File: src/design/ckpq_pkg.sv
// Package for the composite key priority queue.
// Holds the record and result types, request codes, the controller states
// and the record ordering function. Depends on nothing.
package ckpq_pkg;

  localparam int TagW   = 32;
  localparam int RollW  = 16;
  localparam int MarksW = 10;
  localparam int FuncW  = 2;

  // Request codes; the unused code acts as a peek.
  localparam logic [FuncW-1:0] FUNC_PUSH = 2'd0;
  localparam logic [FuncW-1:0] FUNC_PEEK = 2'd1;
  localparam logic [FuncW-1:0] FUNC_POP  = 2'd2;

  typedef struct packed {
    logic [TagW-1:0]   tag;
    logic [RollW-1:0]  roll;
    logic [MarksW-1:0] marks;
  } rec_t;

  typedef struct packed {
    logic              is_empty;
    logic [TagW-1:0]   head_tag;
    logic [RollW-1:0]  head_roll;
    logic [MarksW-1:0] head_marks;
    logic              push_dropped;
  } result_t;

  typedef enum logic [3:0] {
    S_IDLE,
    S_UP,
    S_UP_CMP,
    S_POP_RD,
    S_POP_LD,
    S_DN,
    S_DN_CMP,
    S_HEAD,
    S_RESULT
  } state_t;

  // Strict order: higher mark wins, then lower roll.
  function automatic logic rec_better(rec_t a, rec_t b);
    return (a.marks > b.marks) || ((a.marks == b.marks) && (a.roll < b.roll));
  endfunction

endpackage

File: src/design/ckpq_ifs.sv
// Valid/ready channel interfaces for the request and response streams.
// Depends on ckpq_pkg for field widths.
interface ckpq_req_if;
  import ckpq_pkg::*;
  logic                valid;
  logic                ready;
  logic [FuncW-1:0]    func;
  logic [TagW-1:0]     entry_tag;
  logic [RollW-1:0]    entry_roll;
  logic [MarksW-1:0]   entry_marks;
  modport source (output valid, func, entry_tag, entry_roll, entry_marks, input ready);
  modport sink   (input valid, func, entry_tag, entry_roll, entry_marks, output ready);
endinterface


File: src/design/ckpq_ctrl.sv
// Sift controller: takes requests, walks the heap through the record memory
// one level per state pair, then reads the head and presents the result.
// Depends on ckpq_pkg and the request interface.
module ckpq_ctrl #(
  parameter int CAPACITY = 64,
  parameter int AW       = 6,
  parameter int CW       = 7
) (
  input  logic               clk,
  input  logic               rst,
  ckpq_req_if.sink           req,
  output logic               mem_we,
  output logic [AW-1:0]      mem_waddr,
  output ckpq_pkg::rec_t     mem_wdata,
  output logic [AW-1:0]      mem_raddr_a,
  output logic [AW-1:0]      mem_raddr_b,
  input  ckpq_pkg::rec_t     mem_rdata_a,
  input  ckpq_pkg::rec_t     mem_rdata_b,
  output logic               res_valid,
  input  logic               res_ready,
  output ckpq_pkg::result_t  res_data
);
  import ckpq_pkg::*;

  localparam int WW = AW + 2;

  state_t          state, state_next;
  rec_t            cur, cur_next;
  logic [AW-1:0]   idx, idx_next;
  logic [CW-1:0]   count, count_next;
  logic            dropped, dropped_next;

  logic [WW-1:0]   left_w, right_w, count_w;
  logic [AW-1:0]   left_a, right_a, parent_a;
  logic            left_ok, right_ok, up_swap, dn_swap, pick_right;
  logic            full, accept;
  rec_t            child;

  assign count_w  = WW'(count);
  assign left_w   = WW'({idx, 1'b1});
  assign right_w  = left_w + WW'(1);
  assign left_a   = AW'(left_w);
  assign right_a  = AW'(right_w);
  assign parent_a = AW'((idx - AW'(1)) >> 1);
  assign left_ok  = left_w < count_w;
  assign right_ok = right_w < count_w;
  assign full     = count >= CW'(CAPACITY);
  assign accept   = req.valid && req.ready;

  assign up_swap    = rec_better(cur, mem_rdata_a);
  assign pick_right = right_ok && rec_better(mem_rdata_b, mem_rdata_a);
  assign child      = pick_right ? mem_rdata_b : mem_rdata_a;
  assign dn_swap    = rec_better(child, cur);

  // Next state.
  always_comb begin
    state_next = state;
    case (state)
      S_IDLE: begin
        if (accept) begin
          if (req.func == FUNC_PUSH && !full) begin
            state_next = S_UP;
          end else if (req.func == FUNC_POP && count != '0) begin
            state_next = S_POP_RD;
          end else begin
            state_next = S_HEAD;
          end
        end
      end
      S_UP:     state_next = (idx == '0) ? S_HEAD : S_UP_CMP;
      S_UP_CMP: state_next = up_swap ? S_UP : S_HEAD;
      S_POP_RD: state_next = S_POP_LD;
      S_POP_LD: state_next = S_DN;
      S_DN:     state_next = left_ok ? S_DN_CMP : S_HEAD;
      S_DN_CMP: state_next = dn_swap ? S_DN : S_HEAD;
      S_HEAD:   state_next = S_RESULT;
      S_RESULT: state_next = res_ready ? S_IDLE : S_RESULT;
      default:  state_next = S_IDLE;
    endcase
  end

  // Outputs and datapath updates.
  always_comb begin
    req.ready    = 1'b0;
    res_valid    = 1'b0;
    mem_we       = 1'b0;
    mem_waddr    = idx;
    mem_wdata    = cur;
    mem_raddr_a  = '0;
    mem_raddr_b  = right_a;
    cur_next     = cur;
    idx_next     = idx;
    count_next   = count;
    dropped_next = dropped;
    res_data     = '0;
    case (state)
      S_IDLE: begin
        req.ready = 1'b1;
        if (accept) begin
          dropped_next = 1'b0;
          if (req.func == FUNC_PUSH) begin
            if (full) begin
              dropped_next = 1'b1;
            end else begin
              cur_next   = '{tag: req.entry_tag, roll: req.entry_roll,
                             marks: req.entry_marks};
              idx_next   = AW'(count);
              count_next = count + CW'(1);
            end
          end else if (req.func == FUNC_POP && count != '0) begin
            count_next = count - CW'(1);
          end
        end
      end
      S_UP: begin
        mem_raddr_a = parent_a;
        if (idx == '0) begin
          mem_we = 1'b1;
        end
      end
      S_UP_CMP: begin
        mem_we = 1'b1;
        if (up_swap) begin
          mem_wdata = mem_rdata_a;
          idx_next  = parent_a;
        end
      end
      S_POP_RD: begin
        mem_raddr_a = AW'(count);
      end
      S_POP_LD: begin
        cur_next = mem_rdata_a;
        idx_next = '0;
      end
      S_DN: begin
        mem_raddr_a = left_a;
        mem_raddr_b = right_a;
        if (!left_ok) begin
          mem_we = 1'b1;
        end
      end
      S_DN_CMP: begin
        mem_we = 1'b1;
        if (dn_swap) begin
          mem_wdata = child;
          idx_next  = pick_right ? right_a : left_a;
        end
      end
      S_HEAD: begin
        mem_raddr_a = '0;
      end
      S_RESULT: begin
        // Keep slot 0 on the read port so the data holds while stalled.
        mem_raddr_a           = '0;
        res_valid             = 1'b1;
        res_data.push_dropped = dropped;
        if (count == '0) begin
          res_data.is_empty = 1'b1;
        end else begin
          res_data.head_tag   = mem_rdata_a.tag;
          res_data.head_roll  = mem_rdata_a.roll;
          res_data.head_marks = mem_rdata_a.marks;
        end
      end
      default: begin
      end
    endcase
  end

  always_ff @(posedge clk) begin
    if (rst) begin
      state   <= S_IDLE;
      count   <= '0;
      dropped <= 1'b0;
    end else begin
      state   <= state_next;
      count   <= count_next;
      dropped <= dropped_next;
    end
    cur <= cur_next;
    idx <= idx_next;
  end

endmodule

File: src/flat_wrapper.sv
// flat-port wrapper written by rule: the top's interface ports become plain ports
module ckpq_ctrl_flat import ckpq_pkg::*;
#(
  parameter int CAPACITY = 64,
  parameter int AW       = 6,
  parameter int CW       = 7
)
  (clk, rst, mem_we, mem_waddr, mem_wdata, mem_raddr_a, mem_raddr_b, mem_rdata_a, mem_rdata_b, res_valid, res_ready, res_data, req_valid, req_func, req_entry_tag, req_entry_roll, req_entry_marks, req_ready);
  ckpq_req_if req_i ();
  input  logic clk;
  input  logic rst;
  output logic mem_we;
  output logic [AW-1:0] mem_waddr;
  output ckpq_pkg::rec_t mem_wdata;
  output logic [AW-1:0] mem_raddr_a;
  output logic [AW-1:0] mem_raddr_b;
  input  ckpq_pkg::rec_t mem_rdata_a;
  input  ckpq_pkg::rec_t mem_rdata_b;
  output logic res_valid;
  input  logic res_ready;
  output ckpq_pkg::result_t res_data;
  input wire logic [$bits(req_i.valid)-1:0] req_valid;
  input wire logic [$bits(req_i.func)-1:0] req_func;
  input wire logic [$bits(req_i.entry_tag)-1:0] req_entry_tag;
  input wire logic [$bits(req_i.entry_roll)-1:0] req_entry_roll;
  input wire logic [$bits(req_i.entry_marks)-1:0] req_entry_marks;
  output wire logic [$bits(req_i.ready)-1:0] req_ready;
  assign req_i.valid = req_valid;
  assign req_i.func = req_func;
  assign req_i.entry_tag = req_entry_tag;
  assign req_i.entry_roll = req_entry_roll;
  assign req_i.entry_marks = req_entry_marks;
  assign req_ready = req_i.ready;
  ckpq_ctrl #(.CAPACITY(CAPACITY), .AW(AW), .CW(CW)) u_core (.clk(clk), .rst(rst), .req(req_i), .mem_we(mem_we), .mem_waddr(mem_waddr), .mem_wdata(mem_wdata), .mem_raddr_a(mem_raddr_a), .mem_raddr_b(mem_raddr_b), .mem_rdata_a(mem_rdata_a), .mem_rdata_b(mem_rdata_b), .res_valid(res_valid), .res_ready(res_ready), .res_data(res_data));
endmodule
File: config.mk
export PLATFORM = sky130hd
export DESIGN_NAME = ckpq_ctrl_flat
export DESIGN_NICKNAME = d
export VERILOG_FILES = /design/src/design/ckpq_pkg.sv /design/src/design/ckpq_ifs.sv /design/src/design/ckpq_ctrl.sv /design/src/flat_wrapper.sv
export SDC_FILE = /design/constraint.sdc
export NUM_CORES = 1
export LEC_CHECK = 0
export BUFFER_PORTS_ARGS = -buffer_cell sky130_fd_sc_hd__buf_4
export CORE_AREA = 2 2 130 132
export CTS_BUF_LIST = sky130_fd_sc_hd__clkbuf_4 sky130_fd_sc_hd__clkbuf_8
export DETAILED_ROUTE_END_ITERATION = 7
export DIE_AREA = 0 0 132 134
export PLACE_DENSITY = 0.89
export SLEW_MARGIN = 10
export SYNTH_ARGS = -nofsm -noshare
export SYNTH_HDL_FRONTEND = slang
export SYNTH_SLANG_ARGS = --single-unit
File: constraint.sdc
create_clock -name clk -period 8.4 [get_ports clk]
set_input_delay 1.26 -clock clk [delete_from_list [all_inputs] [get_ports clk]]
set_output_delay 1.26 -clock clk [all_outputs]
set_load 0.01 [all_outputs]
Word-level counts from Yosys, hierarchy flattened:

Index checks and enable logic that the tools add are counted.

* bits in registers: 76
* latch bits: 0
* RAM bits: 0
* bits in read-only memories: 0
* bits of input ports: 180
* output and inout port bits: 139
* logic and storage cells: 100
* memories: 0

* add/sub/neg operators: 4
* multiply operators: 0
* div/mod/pow operators: 0
* $lt $le $gt $ge: 9
* equality and inequality tests: 18
* shift operators: 0
* multiplexer cells: 38
* bitwise logic cells: 0
* reductions and logical operators: 24

Operators by type and width (count)
* $mux W58: 7
* $pmux W58 S2: 2
* $mux W60: 1
* $lt A16 B16 Y1: 3
* $mux W6: 6
* $pmux W4 S9: 1
* $eq A10 B10 Y1: 3
* $gt A10 B10 Y1: 3
* $pmux W6 S4: 1
* $mux W7: 3
* $pmux W6 S3: 1
* $eq A4 B3 Y1 const B: 4
* $mux W4: 3
* $mux W3: 3
* $add A7 B1 Y8 const B: 1
* $eq A4 B2 Y1 const B: 2
* $lt A8 B7 Y1: 1
* $mux W1: 8
* $ne A2 B1 Y1 const B: 4
* $reduce_and A4 Y1: 2
* $add A7 B1 Y7 const B: 1
* $ge A7 B7 Y1 const B: 1
* $logic_and A1 B1 Y1: 7
* $logic_not A7 Y1: 1
* other kinds (20): 24

Longest topological paths before layout:

Gate-level depths: netlist of the first run.

* word-level depth: 10
* depth in mapped cells: 21
* depth with buffers taken out: 18

Worst setup path after synthesis of the first run:

No wires, ideal clock.

* path kind: input to output
* start point: input port mem_rdata_a[12] (netlist name)
* end point: output port mem_wdata[12] (netlist name)
* arrival: 5.215 ns
* required time: 7.140 ns
* slack: 1.925 ns
* stages on the path: 19
* path buffers: 3
* path through: inv_1 > ha_1 > a211oi_1 > o21ai_1 > a41oi_1 > o31ai_1 > a21oi_2 > buf_2 > mux2_2 > ha_1 > nand3_1 > nor3_1 > nand4_1 > nor4_1 > o311a_1 > a211oi_2 > buf_4 > buf_4 > o211ai_1

RTL lines
* start, declared: line flat_wrapper.sv:17 `input ckpq_pkg::rec_t mem_rdata_a;`
* end, declared: line flat_wrapper.sv:14 `output ckpq_pkg::rec_t mem_wdata;`

==> qor.yml, run 1 <==
outcome:
  status: "finished, final reports clean"
clock_network:
  cts-root-buf: "clkbuf_8"
  cts_setup_buffers: 0
  cts.path.max_buffers: 2
  cts_resized: 0
  htreeDepth: 3
  cts_hold_buf: 0
  clk_pin_slew_ps: 100
  cts.sinks: 76
  clk_latency_ps: 380
  cts_tree: "done"
  cts_buffers: 9
sta:
  tightest_slew_ps: 1120
  final-setup-viol-count: 0
  min_period_ps: 7610
  hold_viol_final: 0
  fin_tns_setup_ps: 0
  finalHoldWorstSlack_ps: 462
  finalMaxSlewViolations: 0
  finClkSkew_ps: 15.4
  maxSlewHeadroom_pct: 25.0
  rsz0062_at_grt: "no"
  layout_setup_ws_ps: 792
  fmax_mhz: 131
  finalCritPeriodShare_pct: 90.6
floorplanning:
  coreArea_um2: 16300
  fp.dieW_um: 132
  initial_utilization_pct: 49.8
  rows: 47
  die_y_um: 134
  ios: 319
  dieArea_um2: 17700
detailed_routing:
  drtIter0Drc: 782
  vias_per_cell: 5.92
  wirelength_um: 29500
  wl_per_cell_um: 19.2
  via_count: 9115
  drtAntennaViolNets: 0
  route.detailed.drc: 0
  first_pass_iters: 5
synthesis:
  yosys_warnings: 0
  syn-cell-area_um2: 8120
  ys_async_sr_fraction_pct: 0
  syn-instance-count: 1028
  ys_seq_elements: 76
  avgSynthCellArea_um2: 7.90
  syn_nets: 1304
  ys_types: 56
  ys_dominant_reg_cell: "edfxtp_1"
  synth_edf_count: 64
  yosysSeqAreaShare_pct: 26.6
placed_design:
  hpwl_um: 22500
  place.gp.congestion: 0.994
  dp_slack_ps: 1000
  io_buffers: 317
pwr:
  p_leak_nw: 5.20
  p_per_area_nw_per_um2: 273
  p_total_mw: 2.98
  vdd_drop_max_uv: 167
finish:
  nets: 1590
  final_cell_mix: "buf_4, nand2_1, inv_1"
  area_growth_pct: 34.2
  multiInputGateArea_um2: 5360
  final_util_pct: 66.9
  final_common_cell: "buf_4"
  regArea_um2: 2160
  layout-drive-gt1-share_pct: 29.2
  num-fill-cells: 1337
  antenna_cells: 0
hold_path:
  min_path_cells: 2
  hold_class: "reg2reg"
  hold_path_end: "u_core.dropped"
  worstHoldStart: "u_core.dropped"
grt:
  first_global_vias: 8796
  antenna_found_initial: 0
  grt_use_total_pct: 31.8
  grt_pass1_wl_um: 45100
  grt_overflow: 0
  grt_max_degree: 60
worst_setup_path:
  crit_top_cell: "buf_4"
  critPathCaptureType: "output pin"
  crit_chain: "ha_1 -> and3_1 -> xor2_1 -> ha_1 -> or3_1 -> o221ai_1 -> o211ai_1 -> a21oi_4 -> buf_4 -> buf_4 -> mux2_2 -> ha_1 -> o21ai_0 -> nand2b_1 -> a21oi_1 -> nor4_1 -> buf_4 -> o311a_1 -> a211oi_4 -> buf_4 -> o221ai_1 -> buf_4"
  cp_max_fo: 58
  r2r-end: "u_core.mem_waddr[5]"
  cp.depth: 22
  arrival_ps: 6350
  r2r_setup_slack_ps: 2330
  rr_startpoint: "u_core.mem_waddr[1]"
  r2r_cells: 22
  cpLargestDelayFamily: "buffers and inverters"
  critPathBufInv: 5
  slowest_stage: "buf_4"
  worstPathRequired_ps: 7140
  start_kind: "flip-flop"
  max_stage_delay_ps: 540
  timing_worst_setup_path_type: "reg2out"
flow_run:
  drv_cap: 0
-- cells in the mapped netlist, types with 2 or more instances --
library cell,instances,share of area [%]
o211a_1,2,0.25
nor3_1,38,2.3
o221ai_1,36,3.9
a22o_1,3,0.32
a21oi_1,38,2.3
xor2_1,6,0.65
nor4_1,4,0.31
inv_1,105,4.9
o21ai_1,3,0.18
o21a_1,6,0.55
nor2_1,45,2.1
nand3_1,11,0.68
nand4_1,35,2.7
buf_1,4,0.18
or3_1,3,0.23
a211o_1,6,0.65
clkbuf_1,37,1.7
mux2_2,24,3.3
buf_2,13,0.80
xnor2_1,12,1.3
a211oi_1,11,1.0
and2_1,36,2.8
o21bai_1,3,0.28
buf_4,4,0.37
o31ai_1,5,0.46
a31oi_1,5,0.39
mux2i_1,36,4.4
and3_1,4,0.31
o21ai_0,45,2.8
a21o_1,15,1.4
dfxtp_1,12,3.0
ha_1,95,15
nand2b_1,7,0.54
edfxtp_1,64,24
nand2_1,205,9.5
nor2b_1,5,0.39
o211ai_1,26,2.4
-- registers in the layout, indices dropped and copies added (netlist names) --
| name | flops |
|---|---|
| u_core.cur | 58 |
| u_core.count | 7 |
| u_core.mem_waddr | 6 |
| u_core.state | 4 |
| u_core.dropped | 1 |
-- report_power, final --
| group | internal, mW | switching, mW |
|---|---|---|
| logic | 0.846 | 1.13 |
| registers | 0.594 | 0.117 |
| clock network | 0.116 | 0.170 |
-- worst max-delay path by stage --
| stage | end | slack, ps | startpoint |
|---|---|---|---|
| 2_1_floorplan | mem_wdata[12] | 1930 | mem_rdata_a[12] |
| 3_3_place_gp | mem_wdata[46] | 1150 | mem_rdata_a[12] |
| 3_5_place_dp | mem_wdata[30] | 1000 | mem_rdata_a[12] |
| 4_1_cts | mem_wdata[30] | 850 | u_core.mem_waddr[1] |
| 5_1_grt | mem_wdata[41] | 480 | u_core.mem_waddr[1] |
| 6_report | mem_wdata[37] | 790 | u_core.mem_waddr[1] |
-- worst min-delay path, delay by kind of cell (launching register included) --
family | cells | cell delay, ps
compound gates | 1 | 50
flops | 1 | 320
simple gates | 1 | 50
-- final cells by class --
cell class | count | area share, %
clock buffer | 9 | 1.14
clock inverter | 7 | 0.586
inverter | 105 | 3.62
multi-input combinational | 789 | 49.2
sequential | 76 | 19.8
tap | 220 | 2.53
timing repair buffer | 333 | 23.1
-- kinds of logic (layout without fill, tap and decap cells) --
kind of cell	Yosys count	in the layout	share of synthesized area (%)
buffers and inverters	163	454	7.92
muxes	60	60	7.77
adders and majority gates	96	96	14.9
AOI/OAI and AO/OA	219	219	18.7
other	1	1	0.0462
and+or+nand+nor	395	395	22.1
DFF	76	76	26.6
xor gates and xnor gates	18	18	1.94
-- per-stage QoR --
stage	cells	cell area, µm²
after floorplan	1028	8120
after global placement	1522	10700
after detailed placement	1522	10700
after CTS	1538	10900
after global routing	1539	10900
final	1539	10900
-- per-layer routing --
layer  share of wire (%)  track usage (%)  up-vias
met5                   0                0        -
met4                 4.3             16.7        0
met3                  10             5.74       97
met2                  48             54.8      606
met1                  38             37.9     4171
li1                    -                -     4241
(Power assumes the default switching activity.)
==> run 2: changes to the inputs <==
--- a/config.mk
+++ b/config.mk
@@ -6,11 +6,11 @@
 export NUM_CORES = 1
 export LEC_CHECK = 0
 export BUFFER_PORTS_ARGS = -buffer_cell sky130_fd_sc_hd__buf_4
-export CORE_AREA = 2 2 130 132
+export CORE_AREA = 2 2 136 138
 export CTS_BUF_LIST = sky130_fd_sc_hd__clkbuf_4 sky130_fd_sc_hd__clkbuf_8
 export DETAILED_ROUTE_END_ITERATION = 7
-export DIE_AREA = 0 0 132 134
-export PLACE_DENSITY = 0.89
+export DIE_AREA = 0 0 138 140
+export PLACE_DENSITY = 0.86
 export SLEW_MARGIN = 10
 export SYNTH_ARGS = -nofsm -noshare
 export SYNTH_HDL_FRONTEND = slang
==> constraint.sdc (replaced) <==
create_clock -name clk -period 6.4 [get_ports clk]
set_input_delay 0.96 -clock clk [delete_from_list [all_inputs] [get_ports clk]]
set_output_delay 0.96 -clock clk [all_outputs]
set_load 0.01 [all_outputs]
==> run 2 against run 1 <==
  * Clock power is 22% higher
  * Sequential power is 25% higher
  * Sequential share of layout area is 1.3 points lower
  * Critical path depth is 1 higher
  * Hold slack worse by 7.1 ps
  * Die area is 9.2% higher
  * Count of clock-buffer cells in the layout is 2 higher
  * Via count is 2.0% higher
  * Utilization is 1.3 points lower
  * Total power is 45% higher
  * Highest routed layer unchanged
==> qor.yml, run 2 (same netlist as run 1, synthesis figures left out) <==
outcome:
  status: "finished, final reports clean"
finish:
  final_util_pct: 65.5  # -1.3 points
  layout-drive-gt1-share_pct: 33.7  # +4.5 points
  top_register: "u_core.cur"
  nets: 1627  # +2.3%
  area_growth_pct: 43.6
  largest_register_ffs: 58  # unchanged
  final_cell_mix: "buf_4, nand2_1, inv_1"
  final_common_cell: "buf_4"
  fin_area_um2: 11700  # +7.0%
sta:
  finalCritPeriodShare_pct: 99.8
  min_period_ps: 6390
  fmax_mhz: 157
  hold_viol_final: 0  # unchanged
  finClkSkew_ps: 13.3  # -2.13 ps
  tightest_slew_ps: 1220  # +98.7 ps
  final-setup-viol-count: 0  # unchanged
  finalMaxSlewViolations: 0  # unchanged
  maxSlewHeadroom_pct: 18.4  # -6.6 points
hold_path:
  min_path_cells: 2  # unchanged
  hold_path_end: "u_core.dropped"
  worstHoldStart: "u_core.dropped"
  hold_class: "reg2reg"
pwr:
  p_per_area_nw_per_um2: 370  # +36%
  vdd_drop_max_uv: 181  # +7.8%
  p_leak_nw: 5.48  # +5.5%
grt:
  antenna_found_initial: 1  # +1
  grt_pass1_wl_um: 46800  # +3.6%
  first_global_vias: 8937  # +1.6%
  grt_overflow: 0  # unchanged
  grt_use_total_pct: 30.2  # -1.6 points
  grt_max_degree: 59  # -1.7%
detailed_routing:
  drtIter0Drc: 653  # -16%
  wirelength_um: 31400  # +6.4%
  drtAntennaViolNets: 0  # unchanged
  wl_per_cell_um: 19.8  # +3.3%
  vias_per_cell: 5.86  # -1.1%
  route.detailed.drc: 0  # unchanged
  via_count: 9293  # +2.0%
  first_pass_iters: 7  # +2
worst_setup_path:
  max_stage_delay_ps: 410  # -130 ps
  worstPathRequired_ps: 5440  # -1700 ps
  critPathCaptureType: "output pin"
  r2r_setup_slack_ps: 1200  # -1130 ps
  cpLargestDelayFamily: "simple AND/OR/NAND/NOR gates"
  cp_max_fo: 8  # -86%
  r2r-end: "u_core.mem_waddr[2]"
  start_kind: "flip-flop"
  crit_chain: "ha_2 -> and3_4 -> xor2_2 -> ha_2 -> or3_4 -> o221ai_4 -> o211ai_1 -> a21oi_4 -> buf_12 -> buf_8 -> mux2_4 -> ha_4 -> nand2_1 -> nor3_2 -> nand4_1 -> nor4_1 -> buf_4 -> o311a_4 -> a211oi_4 -> buf_12 -> buf_12 -> o211ai_1 -> buf_4"
  r2r_cells: 21  # -4.5%
  critPathBufInv: 6  # +1
  rr_startpoint: "u_core.mem_waddr[1]"
  timing_worst_setup_path_type: "reg2out"
  arrival_ps: 5430  # -920 ps
  critPathLaunch: "u_core.mem_waddr[1]"
  slowest_stage: "edfxtp_1"
  crit_top_cell: "buf_12"
clock_network:
  htreeDepth: 3  # unchanged
  cts_tree: "done"
  clk_latency_ps: 370  # about the same
  cts-root-buf: "clkbuf_8"
  cts.sinks: 76  # unchanged
  clk_pin_slew_ps: 90  # about the same
  cts_buffers: 9  # unchanged
  cts.path.max_buffers: 2  # unchanged
placed_design:
  hpwl_um: 23400  # +4.0%
  io_buffers: 317  # unchanged
  place.gp.congestion: 0.964  # -3.0%
  dpl_cell_area_um2: 10900  # +2.0%
floorplanning:
  dieArea_um2: 19300  # +9.2%
  coreArea_um2: 17800  # +9.1%
  fp.dieW_um: 138  # +4.5%
  ios: 319  # unchanged
  rows: 49  # +4.3%
  die_y_um: 140  # +4.5%
  initial_utilization_pct: 45.7  # -4.2 points
flow_run:
  drv_cap: 0  # unchanged
==> run 2: cell count changes in the layout (fill, tap and decap cells not counted), sizes merged <==
| cell | before | now |
|---|---|---|
| bufbuf | 0 | 1 |
| clkinv | 0 | 2 |
| inv | 112 | 108 |
| diode | 0 | 1 |
| clkbuf | 9 | 13 |
| buf | 333 | 367 |
==> run 2: metal layers <==
layer / GRT usage, % / vias to the layer above / share of wire, % / wire length (µm)
li1: - / 4318 / - / -
met1: 35.6 / 4302 / 37 / 11800
met2: 51.0 / 567 / 48 / 15000
met3: 6.12 / 106 / 9.2 / 2880
met4: 18.3 / 0 / 5.8 / 1830
met5: 0 / - / 0 / 0
==> run 2: layout make-up <==
cell class	instances	area [µm²]
fillers	1488	6130
multi-input cells	789	5680
repair buffers	370	2950
flip-flops and latches	76	2160
inverters	105	394
well taps	229	287
clock buffers	11	139
clock inverters	5	35.0
diodes	1	2.50
==> run 2: worst max-delay path by stage <==
stage / slack [ps] / end / cells past startpoint
finish: 10 / mem_wdata[7] / 23
global route: -130 / mem_wdata[9] / 23
CTS: 6 / mem_wdata[7] / 21
detailed placement: 50 / mem_wdata[47] / 21
global placement: 100 / mem_wdata[13] / 22
floorplan: 380 / u_core.cur[0] / 5
==> run 2: stage by stage <==
| step | setup TNS [ps] | hold slack (ps) | instances | setup WS (ps) | power [mW] |
|---|---|---|---|---|---|
| 3_5_place_dp | 0 | 447 | 1551 | 54.9 | 3.60 |
| 3_3_place_gp | 0 | 439 | 1551 | 98.1 | 3.54 |
| 5_1_grt | -2340 | 507 | 1586 | -128 | 4.60 |
| 4_1_cts | 0 | 459 | 1575 | 6.11 | 4.04 |
| 6_report | 0 | 455 | 1586 | 10.8 | 4.32 |
| 2_1_floorplan | 0 | 427 | 1028 | 376 | 2.53 |
==> run 2: power by group <==
part | internal, mW | switching, mW
clock network | 0.152 | 0.198
registers | 0.782 | 0.111
logic | 1.37 | 1.71
total | 2.30 | 2.01
==> run 2: worst register-to-register path, delay by kind of cell, from the launching register on <==
kind                     cells  cell delay (ps)
XOR/XNOR                     1              160
AO/OA/AOI/OAI                8             1710
buffers and inverters        4              770
adder cells (fa/ha/maj)      3              760
flip-flops                   1              410
AND/OR/NAND/NOR              4              740
multiplexers                 1              360
==> run 2: what timing repair did <==
action                     in CTS  in global routing
gates cloned                    1                  2
hold buffers                    0                  0
setup endpoints to repair      58                 58
resized for setup               8                 59
setup buffers                   7                  9
pin swaps                       5                 13
==> run 3: changes to the inputs <==
--- a/config.mk
+++ b/config.mk
@@ -11,6 +11,7 @@
 export DETAILED_ROUTE_END_ITERATION = 7
 export DIE_AREA = 0 0 138 140
 export PLACE_DENSITY = 0.86
+export RECOVER_POWER = 100
 export SLEW_MARGIN = 10
 export SYNTH_ARGS = -nofsm -noshare
 export SYNTH_HDL_FRONTEND = slang
==> run 3 against run 2 <==
  * The run now ends with capacitance limit, slew limit left
  * Worst setup slack better by 2.9 ps
  * Critical path depth unchanged
  * Final cell count unchanged
  * Cell area down 0.60%
  * Global-route usage unchanged
  * Critical endpoint unchanged
  * Non-clock buffer count unchanged
  * Register-to-register slack better by 20 ps
  * Total power down 0.67%
  * Wire length about the same
  * Clock skew down 1.4 ps
  * Clock power about the same
==> qor.yml, run 3 (same netlist as run 1, synthesis figures left out) <==
outcome:
  status: "finished with violations"
  violations: "capacitance limit, slew limit"
grt:
  grt_pass1_wl_um: 46800  # unchanged
  antenna_found_initial: 1  # unchanged
  grt_max_degree: 59  # unchanged
  grt_overflow: 0  # unchanged
  grt_use_total_pct: 30.2  # unchanged
  first_global_vias: 8937  # unchanged
sta:
  tightest_slew_ps: 3460  # +2230 ps
  fmax_mhz: 157  # about the same
  finClkSkew_ps: 11.9  # -1.36 ps
  maxSlewHeadroom_pct: -130  # -150 points
  hold_viol_final: 0  # unchanged
  final-setup-viol-count: 0  # unchanged
  min_period_ps: 6390  # -2.87 ps
  finalMaxSlewViolations: 174  # +174
  fin_tns_setup_ps: 0  # unchanged
  finalCritPeriodShare_pct: 99.8  # about the same
worst_setup_path:
  critPathCaptureType: "output pin"
  cp_max_fo: 8  # unchanged
  arrival_ps: 5430  # about the same
  crit_chain: "ha_2 -> and3_4 -> xor2_2 -> ha_2 -> or3_4 -> o221ai_4 -> o211ai_1 -> a21oi_4 -> buf_12 -> buf_8 -> mux2_4 -> ha_4 -> nand2_1 -> nor3_2 -> nand4_1 -> nor4_1 -> buf_4 -> o311a_4 -> a211oi_4 -> buf_12 -> buf_12 -> o211ai_1 -> buf_4"
  crit_top_cell: "buf_12"
  worstPathRequired_ps: 5440  # about the same
  timing_worst_setup_path_type: "reg2out"
  r2r_cells: 21  # unchanged
  start_kind: "flip-flop"
  max_stage_delay_ps: 410  # about the same
  slowest_stage: "edfxtp_1"
finish:
  stdcell_count: 1586  # unchanged
  final_cell_mix: "buf_4, nand2_1, inv_1"
  layout-drive-gt1-share_pct: 32.6  # -1.1 points
  top_register: "u_core.cur"
  largest_register_ffs: 58  # unchanged
  final_common_cell: "buf_4"
  area_growth_pct: 42.7
  nets: 1627  # unchanged
detailed_routing:
  wl_per_cell_um: 19.8  # about the same
  first_pass_iters: 5  # -2
  via_count: 9276  # -0.18%
  drtIter0Drc: 676  # +3.5%
  wirelength_um: 31400  # about the same
  vias_per_cell: 5.85  # -0.18%
  route.detailed.drc: 0  # unchanged
  drtAntennaViolNets: 0  # unchanged
clock_network:
  clk_pin_slew_ps: 90  # about the same
  cts_tree: "done"
  cts.path.max_buffers: 2  # unchanged
  clk_latency_ps: 370  # about the same
  cts_buffers: 9  # unchanged
  htreeDepth: 3  # unchanged
  cts.sinks: 76  # unchanged
  cts-root-buf: "clkbuf_8"
flow_run:
  drv_cap: 4  # +4
hold_path:
  hold_class: "reg2reg"
  min_path_cells: 2  # unchanged
placed_design:
  place.gp.congestion: 0.964  # unchanged
  hpwl_um: 23400  # unchanged
  io_buffers: 317  # unchanged
  dp.cells: 1551  # unchanged
floorplanning:
  die_y_um: 140  # unchanged
  ios: 319  # unchanged
  fp.dieW_um: 138  # unchanged
  rows: 49  # unchanged
  initial_utilization_pct: 45.7  # unchanged
  dieArea_um2: 19300  # unchanged
  coreArea_um2: 17800  # unchanged
pwr:
  p_leak_nw: 5.43  # -1.0%
  p_per_area_nw_per_um2: 370  # about the same
  vdd_drop_max_uv: 182  # +0.96%
run 3: cell count changes in the layout (fill, tap and decap cells not counted), sizes merged:
cell,before,now
buf,367,355
clkbuf,13,25
run 3: report_power, final:
group	switching (mW)	internal, mW	total, mW
clock	0.195	0.152	0.347
combinational	1.70	1.34	3.04
sequential	0.109	0.794	0.903
total	2.00	2.28	4.29
run 3: critical path, delay by kind of cell, from the launching register on:
family,cells,cell delay (ps)
mux,1,330
xor+xnor,1,160
flops,1,410
compound gates,6,1240
buf+inv,6,980
fa+ha+maj,3,710
simple gates,6,1230
run 3: what timing repair did:
item | in CTS | in global routing
setup buffers | 7 | 9
hold buffers | 0 | 0
gates resized for setup | 8 | 59
pin swaps | 5 | 13
cloned | 1 | 2
setup endpoints to repair | 58 | 58
run 3: final timing paths:
check,startpoint,endpoint,slack (ps)
setup reg to reg,u_core.mem_waddr[1],u_core.mem_waddr[2],1220
hold reg to reg,u_core.dropped,u_core.dropped,460
setup / recovery,u_core.mem_waddr[1],mem_wdata[7],10
hold / removal,u_core.dropped,u_core.dropped,460
run 3: metrics by stage:
stage | utilization (%) | hold slack (ps) | total power [mW] | setup WS [ps] | cell area [µm²]
after floorplan | - | 427 | 2.53 | 376 | 8120
after global placement | 61.3 | 439 | 3.54 | 98.1 | 10900
after detailed placement | 61.3 | 447 | 3.60 | 54.9 | 10900
after CTS | 63.0 | 459 | 4.04 | 6.11 | 11200
after global routing | 65.2 | 507 | 4.57 | -128 | 11600
final | 65.2 | 457 | 4.29 | 13.7 | 11600
run 3: area by class of cell:
type	instances	area (µm²)
clock buffer	11	139
antenna	1	2.50
clock inverter	5	35.0
tap	229	287
sequential	76	2160
inverter	105	394
fill	1507	6200
timing repair buffer	370	2910
multi-input combinational	789	5660
run 3: layer usage:
metal,global-route usage (%),up-vias,part of all wire [%]
li1,-,4318,-
met1,35.6,4323,38
met2,51.0,538,48
met3,6.12,97,8.8
met4,18.3,0,5.7
met5,0,-,0
